File: config.mk
export PLATFORM = sky130hd
export DESIGN_NAME = rle_mask_stream_decoder_unit
export DESIGN_NICKNAME = d
export VERILOG_FILES = /design/src/rtl/rmsd_pkg.sv /design/src/rtl/rmsd_byte_fifo.sv /design/src/rtl/rmsd_bit_parser.sv /design/src/rtl/rle_mask_stream_decoder_unit.sv
export SDC_FILE = /design/constraint.sdc
export NUM_CORES = 2
export LEC_CHECK = 0
export ABC_AREA = 1
export BUFFER_PORTS_ARGS = -buffer_cell sky130_fd_sc_hd__buf_4
export CORE_AREA = 4 4 551 416
export DETAILED_ROUTE_END_ITERATION = 8
export DIE_AREA = 0 0 555 420
export PLACE_DENSITY_LB_ADDON = 0.05
export SLEW_MARGIN = 20
export SYNTH_ARGS = -nofsm -noshare
export SYNTH_HDL_FRONTEND = slang
export SYNTH_HIERARCHICAL = 1
export SYNTH_SLANG_ARGS = --single-unit
export TNS_END_PERCENT = 20
File: constraint.sdc
create_clock -name i_clk -period 9 [get_ports i_clk]
set_clock_uncertainty 0.05 [all_clocks]
set_input_delay 0.9 -clock i_clk [delete_from_list [all_inputs] [get_ports i_clk]]
set_output_delay 0.9 -clock i_clk [all_outputs]
set_load 0.01 [all_outputs]
File: src/rtl/rmsd_pkg.sv
package rmsd_pkg;

    // Defaults for the top-level parameters.
    localparam int DICT_DEPTH_DEF     = 256;
    localparam int MAX_COUNT_BITS_DEF = 32;

    // Byte queue between the front and the back.
    localparam int FIFO_DEPTH = 2;
    localparam int FIFO_PTR_W = $clog2(FIFO_DEPTH);
    localparam int FIFO_CNT_W = $clog2(FIFO_DEPTH + 1);

    // Fixed field widths.
    localparam int BYTE_W   = 8;
    localparam int FIELD_W  = 32;
    localparam int TAKEN_W  = 6;
    localparam int SYMW_W   = 4;
    localparam int CNTW_W   = 6;
    localparam int DSIZE_W  = 9;
    localparam int EMIT_W   = 33;
    localparam int BITIDX_W = 3;

    // Largest legal symbol width.
    localparam logic [FIELD_W-1:0] MAX_SYM_BITS = 32'd8;

    // Parse phases.
    localparam logic [2:0] PH_SYMW  = 3'd0;
    localparam logic [2:0] PH_CNTW  = 3'd1;
    localparam logic [2:0] PH_DSIZE = 3'd2;
    localparam logic [2:0] PH_RUNS  = 3'd3;
    localparam logic [2:0] PH_MSIZE = 3'd4;
    localparam logic [2:0] PH_DICT  = 3'd5;
    localparam logic [2:0] PH_INDEX = 3'd6;
    localparam logic [2:0] PH_COUNT = 3'd7;

    // One queued input byte.
    typedef struct packed {
        logic [BYTE_W-1:0] data;
        logic              start;
    } t_stream_item;

    // One decoded run.
    typedef struct packed {
        logic [BYTE_W-1:0]  symbol;
        logic [FIELD_W-1:0] length;
        logic               last;
        logic               error;
    } t_run;

endpackage

File: src/rtl/rmsd_byte_fifo.sv
module rmsd_byte_fifo (
    input  logic                  i_clk,
    input  logic                  i_rst_n,
    input  logic                  i_push,
    input  rmsd_pkg::t_stream_item i_item,
    input  logic                  i_pop,
    output logic                  o_full,
    output logic                  o_head_valid,
    output rmsd_pkg::t_stream_item o_head
);
    import rmsd_pkg::*;

    t_stream_item          r_mem [FIFO_DEPTH];
    logic [FIFO_PTR_W-1:0] r_wr_ptr;
    logic [FIFO_PTR_W-1:0] r_rd_ptr;
    logic [FIFO_CNT_W-1:0] r_count;
    logic [FIFO_PTR_W-1:0] n_wr_ptr;
    logic [FIFO_PTR_W-1:0] n_rd_ptr;
    logic [FIFO_CNT_W-1:0] n_count;

    assign o_full       = (r_count == FIFO_CNT_W'(FIFO_DEPTH));
    assign o_head_valid = (r_count != '0);
    assign o_head       = r_mem[r_rd_ptr];

    always_comb begin
        n_wr_ptr = r_wr_ptr;
        n_rd_ptr = r_rd_ptr;
        n_count  = r_count;
        if (i_push) begin
            n_wr_ptr = (r_wr_ptr == FIFO_PTR_W'(FIFO_DEPTH - 1)) ? '0 : r_wr_ptr + 1'b1;
        end
        if (i_pop) begin
            n_rd_ptr = (r_rd_ptr == FIFO_PTR_W'(FIFO_DEPTH - 1)) ? '0 : r_rd_ptr + 1'b1;
        end
        if (i_push && !i_pop) begin
            n_count = r_count + 1'b1;
        end else if (i_pop && !i_push) begin
            n_count = r_count - 1'b1;
        end
    end

    always_ff @(posedge i_clk) begin
        if (!i_rst_n) begin
            r_wr_ptr <= '0;
            r_rd_ptr <= '0;
            r_count  <= '0;
        end else begin
            r_wr_ptr <= n_wr_ptr;
            r_rd_ptr <= n_rd_ptr;
            r_count  <= n_count;
        end
    end

    always_ff @(posedge i_clk) begin
        if (i_push) begin
            r_mem[r_wr_ptr] <= i_item;
        end
    end

endmodule

File: src/rtl/rmsd_bit_parser.sv
module rmsd_bit_parser #(
    parameter int DICT_DEPTH     = rmsd_pkg::DICT_DEPTH_DEF,
    parameter int MAX_COUNT_BITS = rmsd_pkg::MAX_COUNT_BITS_DEF
) (
    input  logic                   i_clk,
    input  logic                   i_rst_n,
    input  logic                   i_head_valid,
    input  rmsd_pkg::t_stream_item i_head,
    input  logic                   i_out_free,
    output logic                   o_pop,
    output logic                   o_emit,
    output rmsd_pkg::t_run         o_run
);
    import rmsd_pkg::*;

    localparam int AW = (DICT_DEPTH > 1) ? $clog2(DICT_DEPTH) : 1;

    logic [BYTE_W-1:0]   r_dict [DICT_DEPTH];
    logic [BYTE_W-1:0]   r_rd_data;

    logic [BITIDX_W-1:0] r_bit_idx;
    logic [2:0]          r_phase;
    logic [TAKEN_W-1:0]  r_taken;
    logic [FIELD_W-1:0]  r_value;
    logic [SYMW_W-1:0]   r_symw;
    logic [CNTW_W-1:0]   r_cntw;
    logic [DSIZE_W-1:0]  r_dleft;
    logic [DSIZE_W-1:0]  r_dsize;
    logic [FIELD_W-1:0]  r_runs;
    logic [BYTE_W-1:0]   r_pidx;
    logic [FIELD_W-1:0]  r_msize;
    logic [EMIT_W-1:0]   r_emitted;

    logic [2:0]          n_phase;
    logic [TAKEN_W-1:0]  n_taken;
    logic [FIELD_W-1:0]  n_value;
    logic [SYMW_W-1:0]   n_symw;
    logic [CNTW_W-1:0]   n_cntw;
    logic [DSIZE_W-1:0]  n_dleft;
    logic [DSIZE_W-1:0]  n_dsize;
    logic [FIELD_W-1:0]  n_runs;
    logic [BYTE_W-1:0]   n_pidx;
    logic [FIELD_W-1:0]  n_msize;
    logic [EMIT_W-1:0]   n_emitted;

    // State as seen by this bit, after an optional stream restart.
    logic [2:0]          c_phase;
    logic [TAKEN_W-1:0]  c_taken;
    logic [FIELD_W-1:0]  c_value;
    logic [SYMW_W-1:0]   c_symw;
    logic [CNTW_W-1:0]   c_cntw;
    logic [DSIZE_W-1:0]  c_dleft;
    logic [DSIZE_W-1:0]  c_dsize;
    logic [FIELD_W-1:0]  c_runs;
    logic [BYTE_W-1:0]   c_pidx;
    logic [FIELD_W-1:0]  c_msize;
    logic [EMIT_W-1:0]   c_emitted;

    logic                step;
    logic                restart;
    logic                cur_bit;
    logic                halted;
    logic [TAKEN_W-1:0]  width;
    logic [TAKEN_W-1:0]  taken_inc;
    logic [FIELD_W-1:0]  val_full;
    logic                done;
    logic                hdr_err;
    logic                dict_wr;
    logic [AW-1:0]       dict_wr_addr;
    logic                idx_rd;
    logic [EMIT_W:0]     sum;
    logic [EMIT_W-1:0]   emit_sat;
    logic [FIELD_W-1:0]  runs_dec;

    assign step    = i_head_valid && i_out_free;
    assign restart = i_head.start && (r_bit_idx == '0);
    assign cur_bit = i_head.data[r_bit_idx];
    assign o_pop   = step && (r_bit_idx == BITIDX_W'(BYTE_W - 1));

    always_comb begin
        c_phase   = restart ? PH_SYMW : r_phase;
        c_taken   = restart ? '0 : r_taken;
        c_value   = restart ? '0 : r_value;
        c_symw    = restart ? '0 : r_symw;
        c_cntw    = restart ? '0 : r_cntw;
        c_dleft   = restart ? '0 : r_dleft;
        c_dsize   = restart ? '0 : r_dsize;
        c_runs    = restart ? '0 : r_runs;
        c_pidx    = restart ? '0 : r_pidx;
        c_msize   = restart ? '0 : r_msize;
        c_emitted = restart ? '0 : r_emitted;
    end

    always_comb begin
        case (c_phase)
            PH_SYMW, PH_CNTW, PH_DICT: width = TAKEN_W'(BYTE_W);
            PH_INDEX:                  width = TAKEN_W'(c_symw);
            PH_COUNT:                  width = c_cntw;
            default:                   width = TAKEN_W'(FIELD_W);
        endcase
    end

    assign halted    = (c_phase == PH_INDEX) && (c_runs == '0);
    assign taken_inc = c_taken + 1'b1;
    assign val_full  = c_value | (FIELD_W'(cur_bit) << c_taken[4:0]);
    assign done      = !halted && (taken_inc >= width);
    assign sum       = {1'b0, c_emitted} + {2'b00, val_full};
    assign emit_sat  = sum[EMIT_W] ? {EMIT_W{1'b1}} : sum[EMIT_W-1:0];
    assign runs_dec  = c_runs - 1'b1;

    always_comb begin
        case (c_phase)
            PH_SYMW:  hdr_err = (val_full == '0) || (val_full > MAX_SYM_BITS);
            PH_CNTW:  hdr_err = (val_full == '0) || (val_full > FIELD_W'(MAX_COUNT_BITS));
            PH_DSIZE: hdr_err = (val_full > FIELD_W'(DICT_DEPTH));
            default:  hdr_err = 1'b0;
        endcase
    end

    always_comb begin
        n_phase   = c_phase;
        n_taken   = c_taken;
        n_value   = c_value;
        n_symw    = c_symw;
        n_cntw    = c_cntw;
        n_dleft   = c_dleft;
        n_dsize   = c_dsize;
        n_runs    = c_runs;
        n_pidx    = c_pidx;
        n_msize   = c_msize;
        n_emitted = c_emitted;
        o_emit    = 1'b0;
        o_run     = '0;
        if (!halted && !done) begin
            n_value = val_full;
            n_taken = taken_inc;
        end else if (done) begin
            n_value = '0;
            n_taken = '0;
            if (hdr_err) begin
                // Header error: one flagged final run, then ignore the stream.
                n_phase     = PH_INDEX;
                n_runs      = '0;
                o_emit      = step;
                o_run.last  = 1'b1;
                o_run.error = 1'b1;
            end else begin
                case (c_phase)
                    PH_SYMW: begin
                        n_symw  = val_full[SYMW_W-1:0];
                        n_phase = PH_CNTW;
                    end
                    PH_CNTW: begin
                        n_cntw  = val_full[CNTW_W-1:0];
                        n_phase = PH_DSIZE;
                    end
                    PH_DSIZE: begin
                        n_dsize = val_full[DSIZE_W-1:0];
                        n_dleft = val_full[DSIZE_W-1:0];
                        n_phase = PH_RUNS;
                    end
                    PH_RUNS: begin
                        n_runs  = val_full;
                        n_phase = PH_MSIZE;
                    end
                    PH_MSIZE: begin
                        n_msize   = val_full;
                        n_emitted = '0;
                        n_phase   = (c_dleft != '0) ? PH_DICT : PH_INDEX;
                    end
                    PH_DICT: begin
                        n_dleft = c_dleft - 1'b1;
                        if (c_dleft == DSIZE_W'(1)) begin
                            n_phase = PH_INDEX;
                        end
                    end
                    PH_INDEX: begin
                        n_pidx  = val_full[BYTE_W-1:0];
                        n_phase = PH_COUNT;
                    end
                    default: begin
                        n_emitted    = emit_sat;
                        n_runs       = runs_dec;
                        n_phase      = PH_INDEX;
                        o_emit       = step;
                        o_run.symbol = ({1'b0, c_pidx} < c_dsize) ? r_rd_data : '0;
                        o_run.length = val_full;
                        o_run.last   = (runs_dec == '0);
                        o_run.error  = (emit_sat > {1'b0, c_msize});
                    end
                endcase
            end
        end
    end

    assign dict_wr      = step && done && !hdr_err && (c_phase == PH_DICT);
    assign dict_wr_addr = AW'(c_dsize - c_dleft);
    assign idx_rd       = step && done && (c_phase == PH_INDEX);

    always_ff @(posedge i_clk) begin
        if (dict_wr) begin
            r_dict[dict_wr_addr] <= val_full[BYTE_W-1:0];
        end
        if (idx_rd) begin
            r_rd_data <= r_dict[val_full[AW-1:0]];
        end
    end

    always_ff @(posedge i_clk) begin
        if (!i_rst_n) begin
            r_bit_idx <= '0;
            r_phase   <= PH_SYMW;
            r_taken   <= '0;
            r_value   <= '0;
            r_symw    <= '0;
            r_cntw    <= '0;
            r_dleft   <= '0;
            r_dsize   <= '0;
            r_runs    <= '0;
            r_pidx    <= '0;
            r_msize   <= '0;
            r_emitted <= '0;
        end else if (step) begin
            r_bit_idx <= r_bit_idx + 1'b1;
            r_phase   <= n_phase;
            r_taken   <= n_taken;
            r_value   <= n_value;
            r_symw    <= n_symw;
            r_cntw    <= n_cntw;
            r_dleft   <= n_dleft;
            r_dsize   <= n_dsize;
            r_runs    <= n_runs;
            r_pidx    <= n_pidx;
            r_msize   <= n_msize;
            r_emitted <= n_emitted;
        end
    end

endmodule

File: src/rtl/rle_mask_stream_decoder_unit.sv
// Run-length mask stream decoder.
// The input channel (i_in_valid / o_in_stall) carries one encoded byte per
// transaction, with i_stream_start marking the first byte of a new stream.
// Bits are read least-significant first across bytes: a header, then the
// dictionary, then index/count pairs. The output channel (o_out_valid /
// i_out_stall) carries one decoded run per transaction.
// Accepted bytes enter a two-entry queue. The back end consumes one bit per
// cycle while a byte is queued and the output register is free, and its
// bit-serial field extractor sets the sustained byte rate.
// A run is registered on the cycle its last count bit is read, and
// o_out_valid is driven from that output register.
// When the receiver stalls with a run pending, the bit extractor pauses and
// the queue fills; o_in_stall rises once both queue entries are taken.
// Reset is synchronous and active low. It empties the queue, drops any pending
// run and returns the parser to the symbol width field of the header. The
// dictionary contents are not cleared by reset or by a stream restart.
module rle_mask_stream_decoder_unit #(
    parameter int DICT_DEPTH     = rmsd_pkg::DICT_DEPTH_DEF,
    parameter int MAX_COUNT_BITS = rmsd_pkg::MAX_COUNT_BITS_DEF
) (
    input  logic        i_clk,
    input  logic        i_rst_n,
    input  logic        i_in_valid,
    output logic        o_in_stall,
    input  logic [7:0]  i_stream_byte,
    input  logic        i_stream_start,
    output logic        o_out_valid,
    input  logic        i_out_stall,
    output logic [7:0]  o_run_symbol,
    output logic [31:0] o_run_length,
    output logic        o_last_run,
    output logic        o_format_error
);
    import rmsd_pkg::*;

    t_stream_item in_item;
    t_stream_item head_item;
    logic         fifo_full;
    logic         head_valid;
    logic         push;
    logic         pop;
    logic         out_free;
    logic         run_emit;
    t_run         run_next;

    logic         r_out_valid;
    t_run         r_out_run;

    // The front accepts whenever the queue has room.
    assign in_item.data  = i_stream_byte;
    assign in_item.start = i_stream_start;
    assign o_in_stall    = fifo_full;
    assign push          = i_in_valid && !fifo_full;

    rmsd_byte_fifo u_fifo (
        .i_clk        (i_clk),
        .i_rst_n      (i_rst_n),
        .i_push       (push),
        .i_item       (in_item),
        .i_pop        (pop),
        .o_full       (fifo_full),
        .o_head_valid (head_valid),
        .o_head       (head_item)
    );

    // The back end only advances when the output register can take a run.
    assign out_free = !r_out_valid || !i_out_stall;

    rmsd_bit_parser #(
        .DICT_DEPTH     (DICT_DEPTH),
        .MAX_COUNT_BITS (MAX_COUNT_BITS)
    ) u_parser (
        .i_clk        (i_clk),
        .i_rst_n      (i_rst_n),
        .i_head_valid (head_valid),
        .i_head       (head_item),
        .i_out_free   (out_free),
        .o_pop        (pop),
        .o_emit       (run_emit),
        .o_run        (run_next)
    );

    // Output register: holds a run until the receiver takes it.
    always_ff @(posedge i_clk) begin
        if (!i_rst_n) begin
            r_out_valid <= 1'b0;
        end else if (run_emit) begin
            r_out_valid <= 1'b1;
        end else if (!i_out_stall) begin
            r_out_valid <= 1'b0;
        end
    end

    always_ff @(posedge i_clk) begin
        if (run_emit) begin
            r_out_run <= run_next;
        end
    end

    assign o_out_valid    = r_out_valid;
    assign o_run_symbol   = r_out_run.symbol;
    assign o_run_length   = r_out_run.length;
    assign o_last_run     = r_out_run.last;
    assign o_format_error = r_out_run.error;

`ifndef SYNTHESIS
    // A new run must never overwrite one the receiver has not yet taken.
    a_no_overwrite: assert property (@(posedge i_clk) disable iff (!i_rst_n)
        run_emit |-> out_free)
        else $error("run produced while output register is held");

    // The back end only produces runs while it is working on a queued byte.
    a_emit_needs_byte: assert property (@(posedge i_clk) disable iff (!i_rst_n)
        run_emit |-> head_valid)
        else $error("run produced with an empty byte queue");

    // A byte is only dropped from the queue when one is there.
    a_pop_needs_byte: assert property (@(posedge i_clk) disable iff (!i_rst_n)
        pop |-> head_valid)
        else $error("queue popped while empty");

    // Reset leaves no run pending.
    a_reset_clears: assert property (@(posedge i_clk)
        !i_rst_n |=> !o_out_valid)
        else $error("output valid right after reset");
`endif

endmodule
; ---- Yosys cells after proc, flatten, opt, wreduce, memory -nomap -nowiden
; Memory sizes are Yosys's and may differ from the RTL's. A register that Yosys moved wholly into a read port is not among the register bits.
; Cells that the tools add are included.
[op_classes]
n_lt_le_gt_ge = 7
n_mux = 76
n_bitwise = 3
n_eq_ne = 11
n_addsub = 10
shifts = 1
n_reduce_logical = 39
[op_table]
columns = cell, n
row1 = two-way mux 32 bit, 12
row2 = two-way mux 33 bit, 5
row3 = logical NOT 32 bit, 3
row4 = two-way mux 9 bit, 9
row5 = one-hot mux 33 bit (2 select lines), 1
row6 = one-hot mux 32 bit (2 select lines), 1
row7 = two-way mux 6 bit, 8
row8 = two-way mux 8 bit, 5
row9 = adder 33 x 32 -> 34 bit, 1
row10 = > comparator 33 x 32 -> 1 bit, 1
row11 = "> comparator 32 x 4 -> 1 bit, second input constant", 1
row12 = "> comparator 32 x 6 -> 1 bit, second input constant", 1
row13 = "> comparator 32 x 9 -> 1 bit, second input constant", 1
row14 = bitwise OR 32 bit, 1
row15 = << shifter 1 x 5 -> 32 bit, 1
row16 = "subtractor 32 x 1 -> 32 bit, second input constant", 1
row17 = one-hot mux 3 bit (7 select lines), 1
row18 = two-way mux 4 bit, 5
row19 = one-hot mux 6 bit (3 select lines), 1
row20 = one-hot mux 9 bit (2 select lines), 1
row21 = "equality test 3 bit, second input constant", 5
row22 = two-way mux 1 bit, 15
row23 = two-way mux 3 bit, 5
row24 = logical AND 1 bit, 13
row25 = other kinds (30), 49
[totals]
mem_count = 2
word_cells = 169
ram_bits = 2066
input_bits = 13
output_inout_bits = 44
reg_bits = 224
[mem_list]
columns = memory, words, width, read_ports, rd_clocked_by_memory_dff, write_ports, line_no
row1 = u_parser.r_dict, 256, 8, 1, 1, 1, rmsd_bit_parser.sv:18  ; logic [BYTE_W-1:0] r_dict [DICT_DEPTH];
row2 = u_fifo.r_mem, 2, 9, 1, 1, 1, rmsd_byte_fifo.sv:13  ; t_stream_item r_mem [FIFO_DEPTH];

; ---- Longest topological paths before layout
[depth]
ltp_word = 13
ltp_mapped = 41

; ---- Modules after synthesis
; Netlist, hierarchy kept.
[by_module_without_submodules]
columns = module, cells_each, seq_area_each_um2, instances, area_per_inst_um2
row1 = rmsd_bit_parser, 9453, 65282.6, 1, 98069.1
row2 = rle_mask_stream_decoder_unit, 49, 1281.2, 1, 1311.3
row3 = rmsd_byte_fifo, 61, 640.6, 1, 882.1

; ---- Worst setup path before layout
; Ideal clock, no wire load.
[synth_path]
kind = reg-to-reg
from = reg with a tool-made name
to = reg r_out_run, in the netlist o_format_error (data pin)
t_required_ns = 8.798
setup_time_ns = 0.152
t_arrival_ns = 9.594
path_slack_ns = -0.796
path_stages_with_launch = 32
n_path_buf = 4
cell_sequence = dfxtp_1 -> buf_6 -> mux2_2 -> nand2_1 -> nor2_4 -> buf_6 -> nor2_8 -> nand2_1 -> nor2_4 -> nand3_1 -> o21ai_2 -> clkbuf_1 -> clkbuf_1 -> ha_1 -> a21oi_1 -> inv_1 -> a21oi_1 -> o221a_2 -> nand2_1 -> nand2_1 -> nand2_1 -> xor2_1 -> or2_2 -> ha_1 -> nand2_1 -> or4_1 -> o21ai_0 -> a21oi_1 -> o21ai_0 -> a21o_1 -> nand3_1 -> a31oi_1
[synth_lines]
columns = item, line_no
row1 = end signal: assignment, rle_mask_stream_decoder_unit.sv:96  ; r_out_run <= run_next;
row2 = end: declaration, rle_mask_stream_decoder_unit.sv:47  ; t_run r_out_run;

==> impl_metrics.py <==
metrics = {
    "run_status": {
        "status": "completed",
    },
    "detailed_routing": {
        "ant_nets": 0,
        "routedWlPerCell_um": 25.37,
        "wl_mm": 318.7,
        "top_layer": "met4",
        "drc": 0,
        "wl_met2_mm": 134.5,
        "vias_per_cell": 5.761,
        "firstDrtPassIters": 6,
        "drtIter0Drc": 9094,
        "wl_met3_mm": 27.64,
        "vias": 72360,
        "wl_met1_mm": 150.0,
    },
    "sta": {
        "setup-tns-final_ps": 0,
        "worst_pin_slew_ps": 1158,
        "finalMaxSlewViolations": 0,
        "slew_headroom": 0.2255,
        "hold_violations": 0,
        "timing.final.crit_period_ps": 7186,
        "rsz0062_at_grt": "no",
        "period_share": 0.7984,
        "setup_violations": 0,
        "fmax_mhz": 139.2,
    },
    "critical_path": {
        "timing.rr.end": "u_parser/r_dict[86][2]",
        "endpoint": "u_parser/r_dict[86][2]",
        "worstSetupStartpointType": "flip-flop",
        "crit_type": "flip-flop to flip-flop",
        "rrSetupSlack_ps": 1810,
        "crit_arrival_ps": 7650,
        "worst_setup_path_end_kind": "flip-flop",
        "crit_fanout": 48,
        "cp.required_ps": 9460,
        "worst-r2r-cell-count": 26,
    },
    "synth": {
        "syn_area_mm2": 0.1003,
        "synth_top_family_by_area": "simple AND/OR/NAND/NOR gates",
        "ys_ff_latch": 2299,
        "synth_compound_area_frac": 0.08200,
        "synth_most_common_cell": "nand2_1",
        "ys_async_sr_fraction": 0,
        "synth_nets": 9667,
        "synth_edf_count": 2116,
        "avgSynthCellArea_um2": 10.48,
        "synthTopCellsByArea": "edfxtp_1 63%, nand2_1 9.9%, nand3_1 4.2%",
        "yosys.area_share.simple": 0.1918,
        "synthXorXnorAreaFrac": 0.004805,
        "yosys.area.top_type": "edfxtp_1",
        "synth_common_cells": "2649 x nand2_1, 2116 x edfxtp_1, 1056 x nor2_1, 846 x nand3_1, 624 x o21ai_0",
        "synthFlopType": "edfxtp_1",
        "synth.top_cell.area_share": 0.6337,
        "yosys_warnings": 6,
        "synthAdderAreaFrac": 0.01151,
        "synthCells": 9563,
        "muxShareOfSynthArea": 0.001011,
        "seq_area_frac_synth": 0.6703,
        "yosysUniqueCellTypes": 61,
    },
    "cts": {
        "cts_root_buf": "clkbuf_16",
        "path_clk_slew_ps": 60,
        "cts_made_buffers": 231,
        "htree_levels": 4,
        "cts.path.max_buffers": 4,
        "post_cts_buffers": 0,
        "clock_latency_ps": 880,
        "cts.sinks": 2299,
        "cts_resized": 0,
        "postCtsHoldBufs": 0,
        "cts_tree": "yes",
    },
    "placement": {
        "dp_hpwl_mm": 188.9,
        "routabilityCongestion": 0.9350,
        "numPortBuffers": 56,
    },
    "layout": {
        "fillCellCount": 20325,
        "fin_util": 0.4968,
        "nets": 9512,
        "antenna_cells": 0,
        "drive_above_1_share": 0.07003,
        "multiInputGateArea_mm2": 0.02932,
        "area_delta_synth_final_pct": 10.48,
        "seqCellArea_mm2": 0.06720,
    },
    "power": {
        "leakagePower_uw": 0.04247,
        "vdd_drop_max_v": 0.0003960,
        "power_density_mw_per_mm2": 289.7,
    },
    "floorplanning": {
        "die_h_um": 420,
        "num_rows": 150,
        "dieArea_mm2": 0.2331,
        "start_util": 0.4497,
        "die_w_um": 555,
        "core_mm2": 0.2230,
        "ioPinCount": 57,
    },
    "job": {
        "drv_cap": 0,
    },
    "global_route": {
        "grt_pass1_wl_mm": 465.8,
        "grt_pass1_vias": 67733,
        "grt_max_degree": 192,
        "overflow": 0,
        "grt_use_total": 0.2665,
        "antenna_found_initial": 11,
    },
    "min_path": {
        "hold_path.class": "input pin to flip-flop",
    },
}
## critical path, stage by stage (launching register included)
cell,delay [ps]
dfxtp_1,550
mux2_2,230
nand2_1,90
nor2_4,540
nor2_2,90
inv_2,110
nor2_2,40
buf_4,210
inv_2,360
nor2_4,50
buf_4,360
o41ai_1,370
inv_1,80
ha_1,300
nand2_1,70
nor2_1,110
a211oi_1,50
nand2_1,160
nand2_4,80
nor2_4,240
inv_2,150
nor2_2,190
inv_4,90
nor3_4,230
nand2_2,730
buf_4,520
nor2_1,690
## state kept, by name, indices dropped and copies added (netlist names), 8 cells and up, named ones only
signal              count
u_parser/r_dict      2048
u_parser/r_pidx         8
u_fifo/r_mem           18
u_parser/r_msize       32
o_run_symbol            8
u_parser/r_dleft        9
o_run_length           32
u_parser/r_dsize        9
u_parser/r_value       32
u_parser/r_rd_data      8
u_parser/r_runs        32
u_parser/r_emitted     33
## final cells by class
cell class / count / area share
multi-input cells: 6332 / 0.2647
repair buffers: 193 / 0.01500
inverters: 351 / 0.01218
well taps: 2964 / 0.03348
clock buffers: 287 / 0.05576
clock inverters: 134 / 0.01214
flip-flops and latches: 2299 / 0.6067
## layout by cell type (no fill, tap or decap), drive strengths merged, types with 2 or more instances in the layout
master	n
nand2	2678
edfxtp	2116
nor2	1083
nand3	850
o21ai	656
a21oi	474
inv	353
clkbuf	287
buf	193
dfxtp	183
o22ai	143
clkinv	97
ha	89
o221ai	88
xor2	48
o211ai	37
nor3	37
nand4	35
bufinv	27
a31oi	23
a211oi	12
or2	12
mux2	9
o21a	8
o2111ai	8
clkinvlp	8
xnor2	7
o21bai	7
a21o	6
a221oi	4
nor4	3
nand3b	2
fa	2
a21boi	2
## layer usage
layer  vias up  GRT usage
met3       361    0.04739
met4         0    0.05643
met5         -          0
met1     36023     0.4210
met2      3034     0.3819
li1      32942          -
## how the worst min path moves through the flow
stage | slack, ps | endpoint | startpoint | depth (start not counted)
2_1_floorplan | 390 | u_parser/r_value[1] | u_parser/r_value[1] | 2
3_3_place_gp | 400 | u_parser/r_pidx[1] | u_parser/r_pidx[1] | 2
3_5_place_dp | 410 | u_parser/r_msize[25] | u_parser/r_msize[25] | 2
4_1_cts | 90 | u_fifo/r_mem[0][3] | i_stream_byte[2] | 1
5_1_grt | 120 | u_fifo/r_mem[0][3] | i_stream_byte[2] | 1
6_report | 170 | u_fifo/r_mem[0][2] | i_stream_byte[1] | 1
## where the power goes
group	internal [uW]	leakage (uW)	switching [uW]
clock	5610	0.00368	4150
sequential	12200	0.0238	84.0
combinational	2300	0.0150	7710
total	20200	0.0425	11900
## cell families after synthesis
logic type / after synthesis
simple gates: 4703
flops: 2299
compound gates: 1474
buf+inv: 932
fa+ha+maj: 91
xor+xnor: 55
mux: 9
## through the flow
step,setup slack (ps),instances,hold slack (ps),power (uW),cell area [um^2]
after detailed placement,1919,12139,405.5,22450,103200
after global placement,2043,12139,401.6,22470,103200
after floorplan,1565,9563,387.1,19140,100300
final,1814,12560,168.8,32090,110800
after global routing,1448,12560,121.9,33640,110800
after CTS,1909,12560,92.37,32190,110800
(Power assumes the default switching activity.)
